`src/hw/rtl/spk_pkg.sv`:
```
// ----------------------------------------------------------------------------
// spk_pkg
// Shared types, constants and round functions for the Speck 32/64 core.
// ----------------------------------------------------------------------------
package spk_pkg;

    localparam int ROUNDS_DEF = 22;
    localparam int KEY_WORDS  = 4;
    localparam int WORD_W     = 16;
    localparam int CFG_IDX_W  = 8;

    localparam logic [CFG_IDX_W-1:0] REG_KEY_WORD_0 = 8'd0;
    localparam logic [CFG_IDX_W-1:0] REG_KEY_WORD_1 = 8'd1;
    localparam logic [CFG_IDX_W-1:0] REG_KEY_WORD_2 = 8'd2;
    localparam logic [CFG_IDX_W-1:0] REG_KEY_WORD_3 = 8'd3;

    localparam logic OP_ENCRYPT = 1'b0;
    localparam logic OP_DECRYPT = 1'b1;

    typedef logic [WORD_W-1:0] t_word;

    typedef struct packed {
        logic  operation;
        t_word block_high;
        t_word block_low;
    } t_in;

    typedef struct packed {
        t_word out_high;
        t_word out_low;
    } t_out;

    typedef struct packed {
        t_word x;
        t_word y;
    } t_pair;

    typedef struct packed {
        logic                 valid;
        logic [CFG_IDX_W-1:0] index;
        t_word                data;
    } t_cfg_wr;

    function automatic t_word ror7(input t_word v);
        ror7 = {v[6:0], v[15:7]};
    endfunction

    function automatic t_word rol7(input t_word v);
        rol7 = {v[8:0], v[15:9]};
    endfunction

    function automatic t_word ror2(input t_word v);
        ror2 = {v[1:0], v[15:2]};
    endfunction

    function automatic t_word rol2(input t_word v);
        rol2 = {v[13:0], v[15:14]};
    endfunction

    function automatic t_pair fwd_round(input t_pair p, input t_word k);
        t_word a;
        a = (ror7(p.x) + p.y) ^ k;
        fwd_round.x = a;
        fwd_round.y = rol2(p.y) ^ a;
    endfunction

    function automatic t_pair inv_round(input t_pair p, input t_word k);
        t_word b;
        t_word a;
        b = ror2(p.y ^ p.x);
        a = (p.x ^ k) - b;
        inv_round.x = rol7(a);
        inv_round.y = b;
    endfunction

endpackage

```
`src/hw/rtl/spk_key_sched.sv`:
```
// ----------------------------------------------------------------------------
// spk_key_sched
// Key registers and iterative round-key expansion, one round key per cycle.
// ----------------------------------------------------------------------------
module spk_key_sched #(
    parameter int ROUNDS = spk_pkg::ROUNDS_DEF
) (
    input  logic            i_clk,
    input  logic            i_rst_n,
    input  spk_pkg::t_cfg_wr i_cfg,
    output logic            o_busy,
    output spk_pkg::t_word  o_rk [ROUNDS]
);

    localparam int KW = (ROUNDS > 1) ? $clog2(ROUNDS) : 1;

    spk_pkg::t_word r_key [spk_pkg::KEY_WORDS];
    logic           r_start;
    logic           r_active;
    logic [KW-1:0]  r_cnt;
    spk_pkg::t_word r_cur;
    spk_pkg::t_word r_l [spk_pkg::KEY_WORDS-1];
    spk_pkg::t_word r_rk [ROUNDS];

    logic           w_key_wr;
    spk_pkg::t_pair n_pair;

    assign w_key_wr = i_cfg.valid && (i_cfg.index == spk_pkg::REG_KEY_WORD_0 ||
                                      i_cfg.index == spk_pkg::REG_KEY_WORD_1 ||
                                      i_cfg.index == spk_pkg::REG_KEY_WORD_2 ||
                                      i_cfg.index == spk_pkg::REG_KEY_WORD_3);

    always_comb begin
        spk_pkg::t_pair p;
        p.x    = r_l[0];
        p.y    = r_cur;
        n_pair = spk_pkg::fwd_round(p, spk_pkg::WORD_W'(r_cnt));
    end

    always_ff @(posedge i_clk) begin
        if (!i_rst_n) begin
            for (int i = 0; i < spk_pkg::KEY_WORDS; i++) begin
                r_key[i] <= '0;
            end
            r_start  <= 1'b1;
            r_active <= 1'b0;
            r_cnt    <= '0;
        end else begin
            r_start <= w_key_wr;
            if (w_key_wr) begin
                case (i_cfg.index)
                    spk_pkg::REG_KEY_WORD_0: r_key[0] <= i_cfg.data;
                    spk_pkg::REG_KEY_WORD_1: r_key[1] <= i_cfg.data;
                    spk_pkg::REG_KEY_WORD_2: r_key[2] <= i_cfg.data;
                    spk_pkg::REG_KEY_WORD_3: r_key[3] <= i_cfg.data;
                    default: ;
                endcase
            end
            if (w_key_wr) begin
                r_active <= 1'b0;
            end else if (r_start) begin
                r_active <= (ROUNDS > 1);
                r_cnt    <= '0;
            end else if (r_active) begin
                r_cnt <= r_cnt + 1'b1;
                if (r_cnt == KW'(ROUNDS - 2)) begin
                    r_active <= 1'b0;
                end
            end
        end
    end

    always_ff @(posedge i_clk) begin
        if (r_start) begin
            r_cur    <= r_key[0];
            r_l[0]   <= r_key[1];
            r_l[1]   <= r_key[2];
            r_l[2]   <= r_key[3];
            r_rk[0]  <= r_key[0];
        end else if (r_active) begin
            r_cur    <= n_pair.y;
            r_l[0]   <= r_l[1];
            r_l[1]   <= r_l[2];
            r_l[2]   <= n_pair.x;
            r_rk[KW'(r_cnt + 1'b1)] <= n_pair.y;
        end
    end

    assign o_busy = r_start | r_active | w_key_wr;
    assign o_rk   = r_rk;

endmodule

```
`src/hw/rtl/speck32_64_block_cipher_core.sv`:
```
// ----------------------------------------------------------------------------
// speck32_64_block_cipher_core
// Speck 32/64 encrypt/decrypt core, one round per pipeline stage.
// An accepted start passes through every round stage register before o_strobe.
// Throughput: one block per cycle while busy is low; the receiver cannot stall the pipeline.
// Reset and each key write rebuild the round keys, one per cycle from the key
// schedule loop; busy stays high after reset or a key write until expansion ends.
// ----------------------------------------------------------------------------
module speck32_64_block_cipher_core #(
    parameter int ROUNDS = spk_pkg::ROUNDS_DEF
) (
    input  logic                           i_clk,
    input  logic                           i_rst_n,
    input  logic                           start,
    output logic                           busy,
    input  spk_pkg::t_in                   i_in,
    output logic                           o_strobe,
    output spk_pkg::t_out                  o_out,
    input  logic                           i_cfg_valid,
    output logic                           o_cfg_ready,
    input  logic [spk_pkg::CFG_IDX_W-1:0]  i_cfg_index,
    input  spk_pkg::t_word                 i_cfg_data
);

    spk_pkg::t_cfg_wr w_cfg;
    spk_pkg::t_word   w_rk [ROUNDS];
    logic             w_accept;

    logic             r_vld [ROUNDS];
    logic             r_op  [ROUNDS];
    spk_pkg::t_pair   r_dat [ROUNDS];

    assign o_cfg_ready = 1'b1;
    assign w_cfg.valid = i_cfg_valid;
    assign w_cfg.index = i_cfg_index;
    assign w_cfg.data  = i_cfg_data;

    spk_key_sched #(
        .ROUNDS (ROUNDS)
    ) u_key_sched (
        .i_clk   (i_clk),
        .i_rst_n (i_rst_n),
        .i_cfg   (w_cfg),
        .o_busy  (busy),
        .o_rk    (w_rk)
    );

    assign w_accept = start && !busy;

    for (genvar s = 0; s < ROUNDS; s++) begin : g_stage
        logic           w_vld;
        logic           w_op;
        spk_pkg::t_pair w_dat;
        spk_pkg::t_word w_key;

        if (s == 0) begin : g_first
            assign w_vld   = w_accept;
            assign w_op    = i_in.operation;
            assign w_dat.x = i_in.block_high;
            assign w_dat.y = i_in.block_low;
        end else begin : g_next
            assign w_vld = r_vld[s-1];
            assign w_op  = r_op[s-1];
            assign w_dat = r_dat[s-1];
        end

        assign w_key = (w_op == spk_pkg::OP_DECRYPT) ? w_rk[ROUNDS-1-s] : w_rk[s];

        always_ff @(posedge i_clk) begin
            if (!i_rst_n) begin
                r_vld[s] <= 1'b0;
            end else begin
                r_vld[s] <= w_vld;
            end
        end

        always_ff @(posedge i_clk) begin
            r_op[s]  <= w_op;
            r_dat[s] <= (w_op == spk_pkg::OP_DECRYPT) ? spk_pkg::inv_round(w_dat, w_key)
                                                      : spk_pkg::fwd_round(w_dat, w_key);
        end
    end

    assign o_strobe       = r_vld[ROUNDS-1];
    assign o_out.out_high = r_dat[ROUNDS-1].x;
    assign o_out.out_low  = r_dat[ROUNDS-1].y;

    a_accept_to_strobe: assert property (@(posedge i_clk) disable iff (!i_rst_n)
        w_accept |-> ##ROUNDS o_strobe)
        else $error("accepted transaction did not reach the output");

    a_strobe_from_accept: assert property (@(posedge i_clk) disable iff (!i_rst_n)
        o_strobe |-> $past(w_accept, ROUNDS))
        else $error("result strobe without a matching transaction");

    a_key_write_busy: assert property (@(posedge i_clk) disable iff (!i_rst_n)
        (i_cfg_valid && o_cfg_ready && i_cfg_index == spk_pkg::REG_KEY_WORD_0) |=> busy)
        else $error("key write did not hold off new transactions");

endmodule
```
`config.mk`:
```
export PLATFORM = sky130hd
export DESIGN_NAME = speck32_64_block_cipher_core
export DESIGN_NICKNAME = d
export VERILOG_FILES = /design/src/hw/rtl/spk_pkg.sv /design/src/hw/rtl/spk_key_sched.sv /design/src/hw/rtl/speck32_64_block_cipher_core.sv
export SDC_FILE = /design/constraint.sdc
export NUM_CORES = 2
export LEC_CHECK = 0
export BUFFER_PORTS_ARGS = -buffer_cell sky130_fd_sc_hd__buf_4
export CAP_MARGIN = 25
export CELL_PAD_IN_SITES_DETAIL_PLACEMENT = 1
export CELL_PAD_IN_SITES_GLOBAL_PLACEMENT = 1
export CORE_AREA = 2 2 308 614
export CTS_CLUSTER_DIAMETER = 120
export DETAILED_ROUTE_END_ITERATION = 10
export DIE_AREA = 0 0 310 616
export PLACE_DENSITY = 0.82
export SYNTH_ARGS = -nofsm -noshare
export SYNTH_HDL_FRONTEND = slang
export SYNTH_HIERARCHICAL = 1
export SYNTH_SLANG_ARGS = --single-unit
```
`constraint.sdc`:
```
create_clock -name i_clk -period 3.5 [get_ports i_clk]
set_input_delay 0.175 -clock i_clk [delete_from_list [all_inputs] [get_ports i_clk]]
set_output_delay 0.175 -clock i_clk [all_outputs]
set_load 0.01 [all_outputs]
```
==> impl_metrics.env <==
export IMPL_status="finished clean"
export IMPL_synth_top_area_frac=0.177
export IMPL_drt_iter0_drc=4300
export IMPL_ios=96
export IMPL_routed_via_density=5.93
export IMPL_whs_ns=0.0544
export IMPL_rsz0062_at_grt="yes"
export IMPL_cts_sinks=1234
export IMPL_cp_start_kind="register"
export IMPL_rows=224
export IMPL_tritoncts="yes"
export IMPL_synth_nets=9574
export IMPL_yosysWarnings=6
export IMPL_synth_edf_count=480
export IMPL_finalNetCount=9961
export IMPL_clk_pin_slew_worst_paths_ns=0.07
export IMPL_crit_buf_inv=0
export IMPL_initial_utilization=0.457
export IMPL_critPathMaxFanout=3
export IMPL_synthToLayoutAreaGrowth_pct=12.5
export IMPL_synthFlopType="dfxtp_1"
export IMPL_drc_errors=0
export IMPL_numCtsBuffers=113
export IMPL_grt_pass1_vias=76430
export IMPL_tightest_slew_ns=1.03
export IMPL_core_area_um2=186000
export IMPL_async_reset_ff_frac=0
export IMPL_antenna_found_initial=22
export IMPL_hpwl_um=301000
export IMPL_num_vias=69778
export IMPL_gr_usage_all_layers=0.379
export IMPL_slowest_stage="xnor2_1"
export IMPL_worstSetupStartpoint="r_dat[2][19]"
export IMPL_worstSetupPathType="reg2reg"
export IMPL_root_buffer="clkbuf_16"
export IMPL_drt_wl_total_um=367000
export IMPL_yosysSeqAreaShare=0.347
export IMPL_slew_viol_final=0
export IMPL_worstPathArrival_ns=4.09
export IMPL_io_buffers=94
export IMPL_ys_ff_latch=1234
export IMPL_critPathMaxStageDelay_ns=0.71
export IMPL_clk_insertion_delay_late_ns=0.80
export IMPL_wl_per_cell_um=31.2
export IMPL_fin_skew_ns=0.0409
export IMPL_netlist_area_um2=85100
export IMPL_syn_area_per_cell_um2=9.68
export IMPL_firstDrtPassIters=6
export IMPL_yosys_area_top_type="dfxtp_1"
export IMPL_htreeDepth=3
export IMPL_clock_fmax_mhz=290
export IMPL_clockBufferDepth=3
export IMPL_min_period_over_period=0.985
export IMPL_setup_viol=0
export IMPL_worstPathCellList="xnor2_1 > ha_1 > nor2b_1 > o21a_1 > o21ai_0 > a211oi_1 > o21a_1 > o311ai_0 > xnor2_1 > a21oi_1"
export IMPL_gp_congestion=1.04
export IMPL_antenna_left=0
export IMPL_maxSlewHeadroom=0.292
export IMPL_grt_max_degree=69
export IMPL_grt_overflow_total=0
export IMPL_cpLargestDelayFamily="compound AO/OA/AOI/OAI gates"
export IMPL_postLayoutCoreUtil=0.514
export IMPL_die_height_um=616
export IMPL_grt_pass1_wl_um=523000
export IMPL_critPathCaptureType="register"
export IMPL_hold_viol=0
export IMPL_cp_required_ns=4.14
export IMPL_die_w_um=310
export IMPL_min_from="i_in[32]"
export IMPL_r2r_start="r_dat[2][19]"
export IMPL_synthTopCellsByArea="dfxtp_1 (18%), edfxtp_1 (17%), xnor2_1 (15%), ha_1 (10%), mux2i_1 (5.6%)"
export IMPL_die_area_um2=191000
export IMPL_drive_gt1_frac=0.0907
export IMPL_synth_cell_types=94
export IMPL_synth_cells=8788
export IMPL_maxCapViolCount=0
export IMPL_hold_path_class="in2reg"
export IMPL_layout_min_cycle_time_ns=3.45
==> kinds of logic (layout without fill, tap and decap cells) <==
group	Yosys count	after routing	synth area share
flops	1234	1234	0.347
fa+ha+maj	725	725	0.111
simple gates	1939	1939	0.106
xor+xnor	2007	2007	0.214
buf+inv	429	917	0.0191
mux	519	519	0.0618
other cells	1	11	0.0000441
compound gates	1934	1934	0.141
==> metrics by stage <==
stage,area [um2],cells,worst slack (ns),TNS [ns]
4_1_cts,95400,11759,0.0162,0
3_5_place_dp,90900,11489,-0.151,-0.462
6_report,95700,11772,0.0519,0
2_1_floorplan,85100,8788,0.00501,0
3_3_place_gp,90900,11489,-0.149,-0.417
5_1_grt,95700,11765,-0.119,-0.431
==> path summary, 6_finish.rpt <==
kind	endpoint	slack (ns)	cells past startpoint
hold reg to reg	r_vld[0][3]	0.43	1
hold / removal	r_dat[0][23]	0.05	5
setup reg to reg	r_dat[3][22]	0.05	10
setup / recovery	r_dat[3][22]	0.05	10
==> layout make-up <==
type | instances | area (um2)
sequential | 1234 | 29500
clock buffer | 147 | 3190
clock inverter | 69 | 771
multi-input combinational | 7125 | 54300
antenna | 10 | 25.0
timing repair buffer | 492 | 4020
inverter | 209 | 785
fill | 20971 | 90400
tap | 2486 | 3110
==> state kept, by name (all words and copies together) (netlist names) <==
signal / count
r_dat: 704
r_op: 21
r_vld: 22
u_key_sched/o_rk: 352
u_key_sched/r_active: 1
u_key_sched/r_cnt: 5
u_key_sched/r_cur: 16
u_key_sched/r_key: 64
u_key_sched/r_l: 48
u_key_sched/r_start: 1
==> worst register-to-register path: cells and delay by family, from the launching register on <==
kind / cells / cell delay (ns)
AO/OA/AOI/OAI: 6 / 1.52
XOR/XNOR: 2 / 0.88
flip-flops: 1 / 0.41
adder cells (fa/ha/maj): 1 / 0.35
AND/OR/NAND/NOR: 1 / 0.13
==> routing by layer <==
layer,vias up,global-route usage,part of all wire
met3,1580,0.0558,0.039
met5,-,0,0.00030
met2,2343,0.697,0.52
li1,31799,-,-
met4,18,0.406,0.13
met1,34038,0.333,0.31
==> layout by cell type, fill, tap and decap left out, types with 18 or more instances in the layout <==
| cell type | n |
|---|---|
| or3_1 | 49 |
| a21o_1 | 204 |
| o21ai_0 | 414 |
| o221ai_1 | 18 |
| ha_1 | 678 |
| xor3_1 | 27 |
| fa_1 | 45 |
| or2_2 | 20 |
| mux2_2 | 45 |
| xnor2_1 | 1421 |
| nor2b_1 | 93 |
| nor2_1 | 636 |
| nand3_1 | 97 |
| a31oi_1 | 60 |
| and2_1 | 105 |
| o21bai_1 | 65 |
| buf_4 | 420 |
| edfxtp_1 | 480 |
| o21a_1 | 98 |
| o211ai_1 | 56 |
| a21oi_1 | 701 |
| nand4_1 | 31 |
| mux2i_1 | 465 |
| a21oi_2 | 18 |
| o2111ai_1 | 30 |
| inv_1 | 204 |
| xor2_1 | 529 |
| dfxtp_2 | 23 |
| a211oi_1 | 58 |
| dlygate4sd3_1 | 54 |
| nand2b_1 | 82 |
| and3_1 | 47 |
| o31ai_1 | 21 |
| nand2_1 | 539 |
| nor3_1 | 133 |
| dfxtp_1 | 731 |
| nand3b_1 | 19 |
| nor3b_1 | 27 |
| clkbuf_16 | 120 |
==> cell usage after synthesis (all sizes together), types with 27 or more instances <==
| cell type | instances |
|---|---|
| nor2 | 638 |
| a21o | 204 |
| o21ai | 428 |
| nand2 | 539 |
| a21oi | 719 |
| edfxtp | 480 |
| nor3 | 138 |
| nand3 | 97 |
| dfxtp | 754 |
| xnor2 | 1432 |
| nor3b | 31 |
| nand4 | 31 |
| nor2b | 94 |
| a31oi | 62 |
| and2 | 105 |
| o211ai | 56 |
| buf | 47 |
| inv | 208 |
| clkbuf | 173 |
| mux2i | 473 |
| and3 | 49 |
| o21a | 98 |
| ha | 680 |
| fa | 45 |
| o21bai | 65 |
| nand2b | 83 |
| o2111ai | 30 |
| a211oi | 65 |
| or3 | 49 |
| xor3 | 27 |
| mux2 | 46 |
| xor2 | 532 |
==> repair_timing <==
item,in CTS,in global routing
endpoints found under the hold margin,141,0
endpoints found under the setup margin,6,64
pin swaps,0,6
setup buffers,0,2
gates resized for setup,6,61
hold buffers,54,0
Power is not shown: default switching activity piles up to over one toggle a cycle in this logic, so the estimate is an artifact.
